File: src/hw/rtl/fifo_stereo_level_meter_macros.svh
// Assertion helpers shared by the level meter.
`ifndef FIFO_STEREO_LEVEL_METER_MACROS_SVH
`define FIFO_STEREO_LEVEL_METER_MACROS_SVH

// Same-cycle implication, disabled during reset.
`define FSL_ASSERT_IMPL(label, clk, rst_n, ante, cons, msg) \
    label: assert property (@(posedge clk) disable iff (!(rst_n)) (ante) |-> (cons)) \
        else $error(msg);

// Next-cycle implication, disabled during reset.
`define FSL_ASSERT_NEXT(label, clk, rst_n, ante, cons, msg) \
    label: assert property (@(posedge clk) disable iff (!(rst_n)) (ante) |=> (cons)) \
        else $error(msg);

`endif

File: src/hw/rtl/fsl_pkg.sv
package fsl_pkg;

    localparam int SAMPLE_W    = 16;
    localparam int MAG_W       = SAMPLE_W + 1;
    localparam int SUM_W       = 36;
    localparam int LEVEL_W     = 16;
    localparam int QUEUE_DEPTH = 2;
    localparam int MIN_LEN     = 4;

    localparam logic [17:0]        KNEE_LOW  = 18'h08000;
    localparam logic [17:0]        KNEE_MID  = 18'h0b000;
    localparam logic [17:0]        KNEE_HIGH = 18'h0e000;
    localparam logic [LEVEL_W-1:0] LEVEL_MAX = 16'hffff;

    localparam logic OP_PUSH = 1'b0;
    localparam logic OP_PULL = 1'b1;

    typedef enum logic [2:0] {
        ST_IDLE = 3'b001,
        ST_DIV  = 3'b010,
        ST_DONE = 3'b100
    } back_state_t;

    typedef struct packed {
        logic load;
        logic step;
    } lane_ctrl_t;

    typedef struct packed {
        logic full;
        logic empty;
    } q_stat_t;

    typedef struct packed {
        logic pop;
        logic idle;
    } back_stat_t;

    function automatic logic [MAG_W-1:0] sample_mag(input logic [SAMPLE_W-1:0] v);
        logic [MAG_W-1:0] ext;
        ext = {1'b0, v};
        if (v[SAMPLE_W-1]) begin
            return (MAG_W'(1) << SAMPLE_W) - ext;
        end
        return ext;
    endfunction

    // Saturate the quotient, then apply the three-knee curve.
    function automatic logic [LEVEL_W-1:0] compress(input logic [SUM_W-1:0] q);
        logic [LEVEL_W-1:0] sat;
        logic [17:0]        t;
        sat = (|q[SUM_W-1:LEVEL_W]) ? LEVEL_MAX : q[LEVEL_W-1:0];
        t = {1'b0, sat, 1'b0};
        if (t > KNEE_LOW) begin
            t = (KNEE_LOW + t) >> 1;
        end
        if (t > KNEE_MID) begin
            t = (KNEE_MID + t) >> 1;
        end
        if (t > KNEE_HIGH) begin
            t = (KNEE_HIGH + t) >> 1;
        end
        return (t > {2'b00, LEVEL_MAX}) ? LEVEL_MAX : t[LEVEL_W-1:0];
    endfunction

endpackage

File: src/hw/rtl/fsl_front.sv
module fsl_front
    import fsl_pkg::*;
#(
    parameter int QUEUE_LENGTH_BITS = 20
) (
    input  logic                         aclk,
    input  logic                         aresetn,
    input  logic                         in_valid,
    output logic                         in_ready,
    input  logic                         operation,
    input  logic [SAMPLE_W-1:0]          left_sample,
    input  logic [SAMPLE_W-1:0]          right_sample,
    input  logic                         last,
    input  logic [QUEUE_LENGTH_BITS-1:0] queued_length,
    input  q_stat_t                      q_stat,
    output logic                         push,
    output logic                         short_len,
    output logic [QUEUE_LENGTH_BITS-3:0] divisor,
    output logic [SUM_W-1:0]             left_sum,
    output logic [SUM_W-1:0]             right_sum
);

    logic [SUM_W-1:0] left_sum_reg, left_sum_next;
    logic [SUM_W-1:0] right_sum_reg, right_sum_next;
    logic [SUM_W-1:0] left_mag, right_mag;
    logic             accept;

    assign in_ready = !q_stat.full;
    assign accept   = in_valid && in_ready;

    assign left_mag  = SUM_W'(sample_mag(left_sample));
    assign right_mag = SUM_W'(sample_mag(right_sample));

    always_comb begin
        left_sum_next  = left_sum_reg;
        right_sum_next = right_sum_reg;
        if (accept) begin
            if (operation == OP_PULL) begin
                left_sum_next  = left_sum_reg - left_mag;
                right_sum_next = right_sum_reg - right_mag;
            end else begin
                left_sum_next  = left_sum_reg + left_mag;
                right_sum_next = right_sum_reg + right_mag;
            end
        end
    end

    always_ff @(posedge aclk) begin
        if (!aresetn) begin
            left_sum_reg  <= '0;
            right_sum_reg <= '0;
        end else begin
            left_sum_reg  <= left_sum_next;
            right_sum_reg <= right_sum_next;
        end
    end

    // Classify the buffer end: snapshot the updated sums with its divisor.
    assign push      = accept && last;
    assign short_len = queued_length < QUEUE_LENGTH_BITS'(MIN_LEN);
    assign divisor   = queued_length[QUEUE_LENGTH_BITS-1:2];
    assign left_sum  = left_sum_next;
    assign right_sum = right_sum_next;

endmodule

File: src/hw/rtl/fsl_queue.sv
module fsl_queue
    import fsl_pkg::*;
#(
    parameter int WIDTH = 91
) (
    input  logic             aclk,
    input  logic             aresetn,
    input  logic             push,
    input  logic [WIDTH-1:0] wr_data,
    input  logic             pop,
    output logic [WIDTH-1:0] rd_data,
    output q_stat_t          q_stat
);

    localparam int PTR_W = $clog2(QUEUE_DEPTH);
    localparam int CNT_W = $clog2(QUEUE_DEPTH + 1);

    logic [WIDTH-1:0] entry_reg [QUEUE_DEPTH];
    logic [PTR_W-1:0] wr_ptr_reg, rd_ptr_reg;
    logic [CNT_W-1:0] count_reg, count_next;

    assign rd_data      = entry_reg[rd_ptr_reg];
    assign q_stat.full  = count_reg == CNT_W'(QUEUE_DEPTH);
    assign q_stat.empty = count_reg == '0;

    always_comb begin
        count_next = count_reg;
        if (push && !pop) begin
            count_next = count_reg + 1'b1;
        end else if (pop && !push) begin
            count_next = count_reg - 1'b1;
        end
    end

    always_ff @(posedge aclk) begin
        if (!aresetn) begin
            wr_ptr_reg <= '0;
            rd_ptr_reg <= '0;
            count_reg  <= '0;
        end else begin
            count_reg <= count_next;
            if (push) begin
                wr_ptr_reg <= (wr_ptr_reg == PTR_W'(QUEUE_DEPTH - 1)) ? '0 : wr_ptr_reg + 1'b1;
            end
            if (pop) begin
                rd_ptr_reg <= (rd_ptr_reg == PTR_W'(QUEUE_DEPTH - 1)) ? '0 : rd_ptr_reg + 1'b1;
            end
        end
    end

    always_ff @(posedge aclk) begin
        if (push) begin
            entry_reg[wr_ptr_reg] <= wr_data;
        end
    end

endmodule

File: src/hw/rtl/fsl_div.sv
module fsl_div
    import fsl_pkg::*;
#(
    parameter int DIVISOR_W = 18
) (
    input  logic                 aclk,
    input  lane_ctrl_t           ctrl,
    input  logic [SUM_W-1:0]     dividend,
    input  logic [DIVISOR_W-1:0] divisor,
    output logic [SUM_W-1:0]     quotient
);

    logic [DIVISOR_W-1:0] rem_reg, rem_next;
    logic [SUM_W-1:0]     quo_reg, quo_next;
    logic [DIVISOR_W-1:0] div_reg;
    logic [DIVISOR_W:0]   shifted, diff;
    logic                 fits;

    // Shift-subtract: one quotient bit per step, dividend bits shift out the top.
    assign shifted = {rem_reg, quo_reg[SUM_W-1]};
    assign diff    = shifted - {1'b0, div_reg};
    assign fits    = shifted >= {1'b0, div_reg};

    always_comb begin
        rem_next = rem_reg;
        quo_next = quo_reg;
        if (ctrl.load) begin
            rem_next = '0;
            quo_next = dividend;
        end else if (ctrl.step) begin
            rem_next = fits ? diff[DIVISOR_W-1:0] : shifted[DIVISOR_W-1:0];
            quo_next = {quo_reg[SUM_W-2:0], fits};
        end
    end

    always_ff @(posedge aclk) begin
        rem_reg <= rem_next;
        quo_reg <= quo_next;
        if (ctrl.load) begin
            div_reg <= divisor;
        end
    end

    assign quotient = quo_reg;

endmodule

File: src/hw/rtl/fsl_back.sv
module fsl_back
    import fsl_pkg::*;
#(
    parameter int DIVISOR_W = 18
) (
    input  logic                   aclk,
    input  logic                   aresetn,
    input  q_stat_t                q_stat,
    input  logic                   short_len,
    input  logic [DIVISOR_W-1:0]   divisor,
    input  logic [SUM_W-1:0]       left_sum,
    input  logic [SUM_W-1:0]       right_sum,
    output back_stat_t             back_stat,
    output logic                   out_valid,
    input  logic                   out_ready,
    output logic [LEVEL_W-1:0]     left_level,
    output logic [LEVEL_W-1:0]     right_level
);

    localparam int CNT_W = $clog2(SUM_W);

    back_state_t        state_reg, state_next;
    logic [CNT_W-1:0]   count_reg, count_next;
    logic               out_valid_reg, out_valid_next;
    logic [LEVEL_W-1:0] left_level_reg, right_level_reg;
    logic               load_out, out_free, pop;
    lane_ctrl_t         lane_ctrl;
    logic [SUM_W-1:0]   left_quo, right_quo;
    logic [SUM_W-1:0]   left_dividend, right_dividend;

    assign out_free = !out_valid_reg || out_ready;

    // A short queue loads zero, so both quotients come out zero at once.
    assign left_dividend  = short_len ? '0 : left_sum;
    assign right_dividend = short_len ? '0 : right_sum;

    always_comb begin
        state_next     = state_reg;
        count_next     = count_reg;
        pop            = 1'b0;
        load_out       = 1'b0;
        lane_ctrl      = '0;
        out_valid_next = out_valid_reg && !out_ready;
        case (state_reg)
            ST_IDLE: begin
                if (!q_stat.empty) begin
                    pop            = 1'b1;
                    lane_ctrl.load = 1'b1;
                    count_next     = CNT_W'(SUM_W - 1);
                    state_next     = short_len ? ST_DONE : ST_DIV;
                end
            end
            ST_DIV: begin
                lane_ctrl.step = 1'b1;
                if (count_reg == '0) begin
                    state_next = ST_DONE;
                end else begin
                    count_next = count_reg - 1'b1;
                end
            end
            ST_DONE: begin
                if (out_free) begin
                    load_out       = 1'b1;
                    out_valid_next = 1'b1;
                    state_next     = ST_IDLE;
                end
            end
            default: begin
                state_next = ST_IDLE;
            end
        endcase
    end

    always_ff @(posedge aclk) begin
        if (!aresetn) begin
            state_reg     <= ST_IDLE;
            count_reg     <= '0;
            out_valid_reg <= 1'b0;
        end else begin
            state_reg     <= state_next;
            count_reg     <= count_next;
            out_valid_reg <= out_valid_next;
        end
    end

    always_ff @(posedge aclk) begin
        if (load_out) begin
            left_level_reg  <= compress(left_quo);
            right_level_reg <= compress(right_quo);
        end
    end

    fsl_div #(.DIVISOR_W(DIVISOR_W)) u_div_left (
        .aclk     (aclk),
        .ctrl     (lane_ctrl),
        .dividend (left_dividend),
        .divisor  (divisor),
        .quotient (left_quo)
    );

    fsl_div #(.DIVISOR_W(DIVISOR_W)) u_div_right (
        .aclk     (aclk),
        .ctrl     (lane_ctrl),
        .dividend (right_dividend),
        .divisor  (divisor),
        .quotient (right_quo)
    );

    assign back_stat.pop  = pop;
    assign back_stat.idle = state_reg == ST_IDLE;
    assign out_valid      = out_valid_reg;
    assign left_level     = left_level_reg;
    assign right_level    = right_level_reg;

endmodule

File: src/hw/rtl/fifo_stereo_level_meter.sv
// Channel  Dir  tdata (low bit up)                               tuser      tlast
// s_       in   left_sample, right_sample, queued_length, pad    operation  last
// m_       out  left_level, right_level                          -          -
//
// A frame is taken every cycle while the buffer-end queue (two entries) has room.
// A frame marked last gives its levels after it is popped into the dividers, runs
// 36 steps of the shift-subtract divider (one per sum bit) and has the curve applied.
// A short queue skips the divider steps.
// Reset clears the running sums, the queue and the output at once.
// An unread result stalls the divider only; frames keep flowing until the queue fills.
`include "fifo_stereo_level_meter_macros.svh"

module fifo_stereo_level_meter
    import fsl_pkg::*;
#(
    parameter int QUEUE_LENGTH_BITS = 20
) (
    input  logic aclk,
    input  logic aresetn,
    input  logic s_tvalid,
    output logic s_tready,
    // left_sample, right_sample, queued_length, zero pad
    input  logic [((2*SAMPLE_W+QUEUE_LENGTH_BITS+7)/8)*8-1:0] s_tdata,
    // operation
    input  logic s_tuser,
    input  logic s_tlast,
    output logic m_tvalid,
    input  logic m_tready,
    // left_level, right_level
    output logic [2*LEVEL_W-1:0] m_tdata
);

    localparam int DIVISOR_W = QUEUE_LENGTH_BITS - 2;
    localparam int ENTRY_W   = 2*SUM_W + DIVISOR_W + 1;

    q_stat_t              q_stat;
    back_stat_t           back_stat;
    logic                 push, short_len;
    logic [DIVISOR_W-1:0] divisor;
    logic [SUM_W-1:0]     left_sum, right_sum;
    logic [ENTRY_W-1:0]   wr_entry, rd_entry;

    fsl_front #(.QUEUE_LENGTH_BITS(QUEUE_LENGTH_BITS)) u_front (
        .aclk          (aclk),
        .aresetn       (aresetn),
        .in_valid      (s_tvalid),
        .in_ready      (s_tready),
        .operation     (s_tuser),
        .left_sample   (s_tdata[SAMPLE_W-1:0]),
        .right_sample  (s_tdata[2*SAMPLE_W-1:SAMPLE_W]),
        .last          (s_tlast),
        .queued_length (s_tdata[2*SAMPLE_W+QUEUE_LENGTH_BITS-1:2*SAMPLE_W]),
        .q_stat        (q_stat),
        .push          (push),
        .short_len     (short_len),
        .divisor       (divisor),
        .left_sum      (left_sum),
        .right_sum     (right_sum)
    );

    assign wr_entry = {short_len, divisor, right_sum, left_sum};

    fsl_queue #(.WIDTH(ENTRY_W)) u_queue (
        .aclk    (aclk),
        .aresetn (aresetn),
        .push    (push),
        .wr_data (wr_entry),
        .pop     (back_stat.pop),
        .rd_data (rd_entry),
        .q_stat  (q_stat)
    );

    fsl_back #(.DIVISOR_W(DIVISOR_W)) u_back (
        .aclk        (aclk),
        .aresetn     (aresetn),
        .q_stat      (q_stat),
        .short_len   (rd_entry[ENTRY_W-1]),
        .divisor     (rd_entry[ENTRY_W-2:2*SUM_W]),
        .left_sum    (rd_entry[SUM_W-1:0]),
        .right_sum   (rd_entry[2*SUM_W-1:SUM_W]),
        .back_stat   (back_stat),
        .out_valid   (m_tvalid),
        .out_ready   (m_tready),
        .left_level  (m_tdata[LEVEL_W-1:0]),
        .right_level (m_tdata[2*LEVEL_W-1:LEVEL_W])
    );

    `FSL_ASSERT_IMPL(a_push_has_room, aclk, aresetn, push, !q_stat.full, "push into full queue")
    `FSL_ASSERT_IMPL(a_pop_has_entry, aclk, aresetn, back_stat.pop, !q_stat.empty, "pop from empty queue")
    `FSL_ASSERT_NEXT(a_pop_starts_work, aclk, aresetn, back_stat.pop, !back_stat.idle, "pop left back idle")
    `FSL_ASSERT_IMPL(a_result_needs_work, aclk, aresetn, m_tvalid && !$past(m_tvalid) && $past(aresetn), $past(!back_stat.idle), "result without buffer")

endmodule
File: config.mk
export PLATFORM = sky130hd
export DESIGN_NAME = fifo_stereo_level_meter
export DESIGN_NICKNAME = d
export VERILOG_FILES = /design/src/hw/rtl/fsl_pkg.sv /design/src/hw/rtl/fsl_front.sv /design/src/hw/rtl/fsl_queue.sv /design/src/hw/rtl/fsl_div.sv /design/src/hw/rtl/fsl_back.sv /design/src/hw/rtl/fifo_stereo_level_meter.sv
export VERILOG_INCLUDE_DIRS = /design/src /design/src/hw/rtl
export SDC_FILE = /design/constraint.sdc
export NUM_CORES = 1
export LEC_CHECK = 0
export ABC_AREA = 1
export ABC_CLOCK_PERIOD_IN_PS = 10050
export BUFFER_PORTS_ARGS = -buffer_cell sky130_fd_sc_hd__buf_4
export CORE_MARGIN = 3
export CORE_UTILIZATION = 65
export CTS_CLUSTER_DIAMETER = 60
export DETAILED_ROUTE_END_ITERATION = 8
export MAX_ROUTING_LAYER = met4
export PLACE_DENSITY = 0.83
export SLEW_MARGIN = 10
export SYNTH_ARGS = -nofsm -noshare
export SYNTH_HDL_FRONTEND = slang
export SYNTH_SLANG_ARGS = --single-unit
export TNS_END_PERCENT = 50
File: constraint.sdc
create_clock -name aclk -period 10.05 [get_ports aclk]
set_input_delay 0.5025 -clock aclk [delete_from_list [all_inputs] [get_ports aclk]]
set_output_delay 0.5025 -clock aclk [all_outputs]
set_load 0.01 [all_outputs]
==> results of run 1 <==
## power by group through the flow
stage / registers, mW / logic [mW] / clock network, mW
floorplan: 2.70 / 1.83 / 0
global placement: 2.76 / 2.31 / 0
detailed placement: 2.78 / 2.42 / 0
CTS: 2.76 / 2.46 / 1.81
global route: 2.80 / 2.77 / 1.89
finish: 2.76 / 2.49 / 1.79
## synthesized netlist by cell type, types with 31 or more instances
| cell type | n |
|---|---|
| a21oi_1 | 212 |
| xor2_1 | 72 |
| dfxtp_1 | 123 |
| nand3_1 | 210 |
| ha_1 | 129 |
| nor3_1 | 31 |
| edfxtp_1 | 304 |
| xnor2_1 | 39 |
| nor2_1 | 242 |
| o21ai_0 | 189 |
| nand2_2 | 36 |
| clkbuf_1 | 59 |
| o22ai_1 | 33 |
| or2_2 | 61 |
| nand2_1 | 718 |
| mux2i_1 | 71 |
| inv_1 | 345 |
## per-layer routing
layer / track usage (%) / part of all wire, % / up-vias
met1: 36.6 / 44 / 9808
met2: 47.8 / 48 / 719
li1: - / - / 10545
met4: 9.06 / 2.6 / 0
met3: 3.91 / 6.2 / 124
met5: - / 0 / -
## cell type report
class | instances | area, sq um
multi-input combinational | 2220 | 12400
sequential | 427 | 11600
fill | 2903 | 10500
inverter | 355 | 1340
clock buffer | 62 | 1260
timing repair buffer | 103 | 773
tap | 518 | 648
clock inverter | 26 | 369
## how the worst min path moves through the flow
| stage | startpoint | end | slack [ns] | cells after the start |
|---|---|---|---|---|
| finish | s_tdata[46] | u_queue.entry_reg[1][84]$_DFFE_PP_ | 0.1 | 1 |
| global route | s_tdata[46] | u_queue.entry_reg[0][84]$_DFFE_PP_ | 0.08 | 1 |
| CTS | s_tdata[46] | u_queue.entry_reg[0][84]$_DFFE_PP_ | 0.08 | 1 |
| detailed placement | u_queue.rd_ptr_reg$_SDFFE_PN0P_ | register | 0.43 | 1 |
| global placement | u_queue.rd_ptr_reg$_SDFFE_PN0P_ | register | 0.42 | 1 |
| floorplan | u_back.count_reg[0]$_SDFFE_PN0P_ | u_back.count_reg[0]$_SDFFE_PN0P_ | 0.42 | 1 |
## cell families after synthesis
| group | Yosys count | share of synthesized area, % |
|---|---|---|
| and+or+nand+nor | 1376 | 23.5 |
| buffers and inverters | 447 | 7.03 |
| AOI/OAI and AO/OA | 527 | 11.4 |
| adders and majority gates | 133 | 6.57 |
| xor gates and xnor gates | 111 | 3.77 |
| DFF | 427 | 45.0 |
| other | 1 | 0.0145 |
| muxes | 71 | 2.76 |
## critical path: cells and delay by family, from the launching register on
family,cells,cell delay (ns)
AOI/OAI and AO/OA,2,0.97
adders and majority gates,2,0.46
buffers and inverters,4,0.34
DFF,1,0.46
and+or+nand+nor,18,3.39
## stage by stage
| step | utilization (%) | setup WS (ns) | instances |
|---|---|---|---|
| after global routing | 73.0 | 3.65 | 3711 |
| final | 73.0 | 4.14 | 3711 |
| after CTS | 73.0 | 4.25 | 3711 |
| after detailed placement | 68.8 | 4.40 | 3623 |
| after floorplan | - | 4.46 | 3094 |
| after global placement | 68.8 | 4.59 | 3623 |
==> flow_summary.json, run 1 <==
{
  "fin_nets": 3349,
  "seq_area_frac_synth_pct": 45.0,
  "maxSlewHeadroom_pct": 23.8,
  "pwr-share-comb_pct": 35.3,
  "setup_viol": 0,
  "slew_viol_final": 0,
  "drive_gt1_share_pct": 10.4,
  "mostFrequentLayoutCell": "nand2_1",
  "ys_ff_latch": 427,
  "min_path_type": "in2reg",
  "cts_hold_buf": 0,
  "grt_setup_unrepaired": "no",
  "finalPower_mw": 7.04,
  "cp_slowest_cell": "o21ai_1",
  "core_area_sq_um": 38900,
  "num_io_pins": 96,
  "endpoint": "u_back.left_level[3]$_SDFFCE_PN1P_",
  "clkPwrFrac_pct": 25.4,
  "r2r-end": "u_back.left_level[3]$_SDFFCE_PN1P_",
  "drt-initial-drc-count": 1503,
  "initial_utilization_pct": 66.2,
  "switching_share_pct": 37.7,
  "p_int_mw": 4.38,
  "pwr_density_cell_nw_per_um2": 248,
  "grt_antenna_before_repair": 0,
  "yosysWarnings": 0,
  "cts_setup_buffers": 0,
  "r2r-start": "u_back.u_div_left.quotient[35]$_DFFE_PP_",
  "max_freq_mhz": 169,
  "vdd_ir_drop_max_mv": 0.293,
  "hold_viol": 0,
  "required_ns": 10.37,
  "reg2regPathDepth": 26,
  "synthDominantCellAreaShare_pct": 35.4,
  "arrival_ns": 6.23,
  "cts_buffers": 47,
  "synth.cell_area_sq_um": 25800,
  "grt_pass1_wl_um": 96400,
  "cp_max_fo": 22,
  "n_antenna_cell": 0,
  "finalCritPeriodShare_pct": 58.8,
  "fp.dieH_um": 205,
  "wirelength_um": 59000,
  "vias": 21196,
  "drc_errors": 0,
  "cp_common_cell": "nand2_1",
  "critPathMaxStageDelay_ns": 0.71,
  "antenna_left": 0,
  "gp_congestion": 0.965,
  "vias_per_cell": 5.71,
  "outcome": "completed",
  "post-route-cell-area_sq_um": 28400,
  "synth.area.top_cells": "edfxtp_1 (35%), nand2_1 (10%), dfxtp_1 (9.6%), ha_1 (6.3%), inv_1 (5.0%)",
  "p_switching_mw": 2.66,
  "cts.sinks": 427,
  "cts_resized": 0,
  "synth-edff-count": 304,
  "routedWlPerCell_um": 15.9,
  "cts-root-buf": "clkbuf_16",
  "dieArea_sq_um": 42100,
  "clock_path_buffers": 3,
  "clkTransAtPathRegs_ns": 0.07,
  "htree_levels": 2,
  "final.min_clock_period_ns": 5.91,
  "dr.pass1.iters": 6,
  "synth_ff_type": "edfxtp_1",
  "grt_max_degree": 86,
  "yosys.area.top_type": "edfxtp_1",
  "fp.dieW_um": 205,
  "area_delta_synth_final_pct": 10.2,
  "io_buffers": 89,
  "leakage_nw": 12.4,
  "grt-ovfl-total": 0,
  "maxCapViolCount": 0,
  "insertion_delay_ns": 0.60,
  "first_global_vias": 20336,
  "synth-async-reset-ratio_pct": 0,
  "final_cell_mix": "nand2_1 (716), inv_1 (344), edfxtp_1 (304)",
  "dp_hpwl_um": 41200,
  "worst_pin_slew_ns": 1.14,
  "cp-start-kind": "register",
  "cts_tree": "yes",
  "clock_skew_ns": 0.0368,
  "tns_ns": 0,
  "hold-worst-slack_ns": 0.0965,
  "grtUsageTotal_pct": 28.7,
  "startpoint": "u_back.u_div_left.quotient[35]$_DFFE_PP_",
  "synth_cell_types": 58,
  "largest_reg_flops": 182,
  "critical_path_class": "reg2reg",
  "r2r_slack_ns": 4.14,
  "synthCells": 3093,
  "seq_power_share_pct": 39.2,
  "end_kind": "register",
  "syn_area_per_cell_sq_um": 8.33,
  "fp-row-count": 72,
  "placed_area_sq_um": 26800
}
Note: power is estimated with default switching activity, not from simulation.
==> run 2, diff against run 1 <==
Settings changed: ABC_CLOCK_PERIOD_IN_PS 10050 to 5100, CORE_UTILIZATION 65 to 57, PLACE_DENSITY 0.83 to 0.77.
Clock period 10.05 ns to 5.1 ns, I/O delays scaled along.
==> run 2 against run 1 <==
Effect of this change: critical path depth is 9 higher; final cell count up 3.4%; clock power rose by 96%; register-to-register slack got worse by 3.6 ns; global-route usage is 3.4 points lower; worst setup slack worse by 3.6 ns; first-iteration DRC count rose by 14%; non-clock buffer count increased by 48; clock-buffer cell count grew 1; combinational power up 96%; fmax up 28%; critical endpoint is now u_back.right_level[1]$_SDFFCE_PN1P_; largest power group unchanged.
==> flow_summary.json, run 2 (synthesized netlist as in run 1, its figures left out) <==
{
  "dp_hpwl_um": 42000,
  "hold_viol": 0,
  "fp.dieW_um": 219,
  "final_cell_mix": "nand2_1 (716), inv_1 (342), edfxtp_1 (304)",
  "pre_cts_ws_ns": 0.0221,
  "cp_max_fo": 10,
  "setup_ws_ns": 0.493,
  "cts_tree": "yes",
  "core_area_sq_um": 44400,
  "wirelength_um": 58700,
  "initial_utilization_pct": 58.0,
  "min_path_type": "in2reg",
  "fin_nets": 3401,
  "dp_cells": 3716,
  "cts_buffers": 49,
  "drt-initial-drc-count": 1711,
  "pwr_density_cell_nw_per_um2": 476,
  "end_kind": "register",
  "n_antenna_cell": 0,
  "dieArea_sq_um": 47800,
  "slew_viol_final": 0,
  "post-route-cell-area_sq_um": 29000,
  "insertion_delay_ns": 0.60,
  "drc_errors": 0,
  "gp_congestion": 0.927,
  "fp-row-count": 77,
  "placed_area_sq_um": 27000,
  "utilization_pct": 65.3,
  "arrival_ns": 4.94,
  "first_global_vias": 20109,
  "tns_ns": 0,
  "maxSlewHeadroom_pct": 35.9,
  "antenna_left": 0,
  "max_freq_mhz": 217,
  "use_met1_pct": 33.3,
  "finalPower_mw": 13.8,
  "grtUsageMet3_pct": 2.78,
  "maxCapViolCount": 0,
  "cp_slowest_cell": "edfxtp_1",
  "dr.pass1.iters": 5,
  "grt_pass1_wl_um": 96600,
  "clock_skew_ns": 0.0177,
  "outcome": "completed",
  "num-fill-cells": 3587,
  "htree_levels": 2,
  "cp-start-kind": "register",
  "setup_viol": 0,
  "finalNonFillerCells": 3839,
  "finalCritPeriodShare_pct": 90.3,
  "largest_reg_flops": 182,
  "fp.dieH_um": 219,
  "critPathMaxStageDelay_ns": 0.39,
  "area_delta_synth_final_pct": 12.5,
  "vias_per_cell": 5.48,
  "whs_path_depth": 3,
  "cp_common_cell": "nand2_1",
  "hold-worst-slack_ns": 0.190,
  "drive_gt1_share_pct": 11.6,
  "critical_path_class": "reg2reg",
  "grt-ovfl-total": 0,
  "final.min_clock_period_ns": 4.61,
  "worst_pin_slew_ns": 0.961,
  "grtUsageTotal_pct": 25.3,
  "clkTransAtPathRegs_ns": 0.06,
  "cts-root-buf": "clkbuf_16",
  "grt_max_degree": 79,
  "vdd_ir_drop_max_mv": 0.454,
  "cts.sinks": 427,
  "r2r_slack_ns": 0.49,
  "grt_busiest_layer": "met2",
  "io_buffers": 89,
  "mostFrequentLayoutCell": "nand2_1",
  "leakage_nw": 12.7,
  "reg2regPathDepth": 35,
  "num_io_pins": 96,
  "met2_usage_pct": 41.4,
  "vias": 21032,
  "grt_antenna_before_repair": 0,
  "clock_path_buffers": 3,
  "required_ns": 5.43,
  "routedWlPerCell_um": 15.3
}
## run 2: cell types whose count changed in the layout (fill, tap and decap cells not counted), sizes merged
cell,previous run,this run
clkinvlp,3,1
clkbuf,62,63
bufinv,5,3
clkinv,10,19
dlygate4sd3,0,20
nand3,224,225
buf,103,131
inv,363,361
nand2,763,764
## run 2: area by class of cell
cell class	instances	area, sq um	area share, %
well taps	592	741	2.55
multi-input cells	2222	12500	43.1
repair buffers	151	1210	4.17
clock inverters	29	308	1.06
inverters	355	1340	4.60
flip-flops and latches	427	11600	40.0
clock buffers	63	1330	4.58
## run 2: path summary, 6_finish.rpt
kind,from,endpoint
max reg2reg,u_back.u_div_right.quotient[25]$_DFFE_PP_,u_back.right_level[1]$_SDFFCE_PN1P_
min reg2reg,u_back.count_reg[0]$_SDFFE_PN0P_,u_back.count_reg[0]$_SDFFE_PN0P_
min,s_tlast,u_queue.wr_ptr_reg$_SDFFE_PN0P_
max,u_back.u_div_right.quotient[25]$_DFFE_PP_,u_back.right_level[1]$_SDFFCE_PN1P_
## run 2: repair_timing
item | CTS | global route
resized for setup | 0 | 14
endpoints found under the hold margin | 43 | 0
setup buffers | 0 | 9
hold buffers | 20 | 0
setup endpoints to repair | 0 | 33
## run 2: power breakdown
part           internal (mW)  switching [mW]  total (mW)
clock                   2.04            1.47        3.51
sequential              4.98           0.448        5.43
combinational           1.61            3.25        4.87
## run 2: worst max-delay path, delay by kind of cell (launching register included)
family | cells | cell delay (ns)
simple gates | 28 | 3.11
fa+ha+maj | 2 | 0.41
flops | 1 | 0.39
buf+inv | 4 | 0.29
compound gates | 1 | 0.15
## run 2: per-layer routing
layer  part of all wire (%)  up-vias  wire (um)
li1                       -    10662          -
met1                     46     9733      26900
met2                     47      550      27300
met3                    5.3       87       3090
met4                    2.3        0       1370
met5                      0        -          0
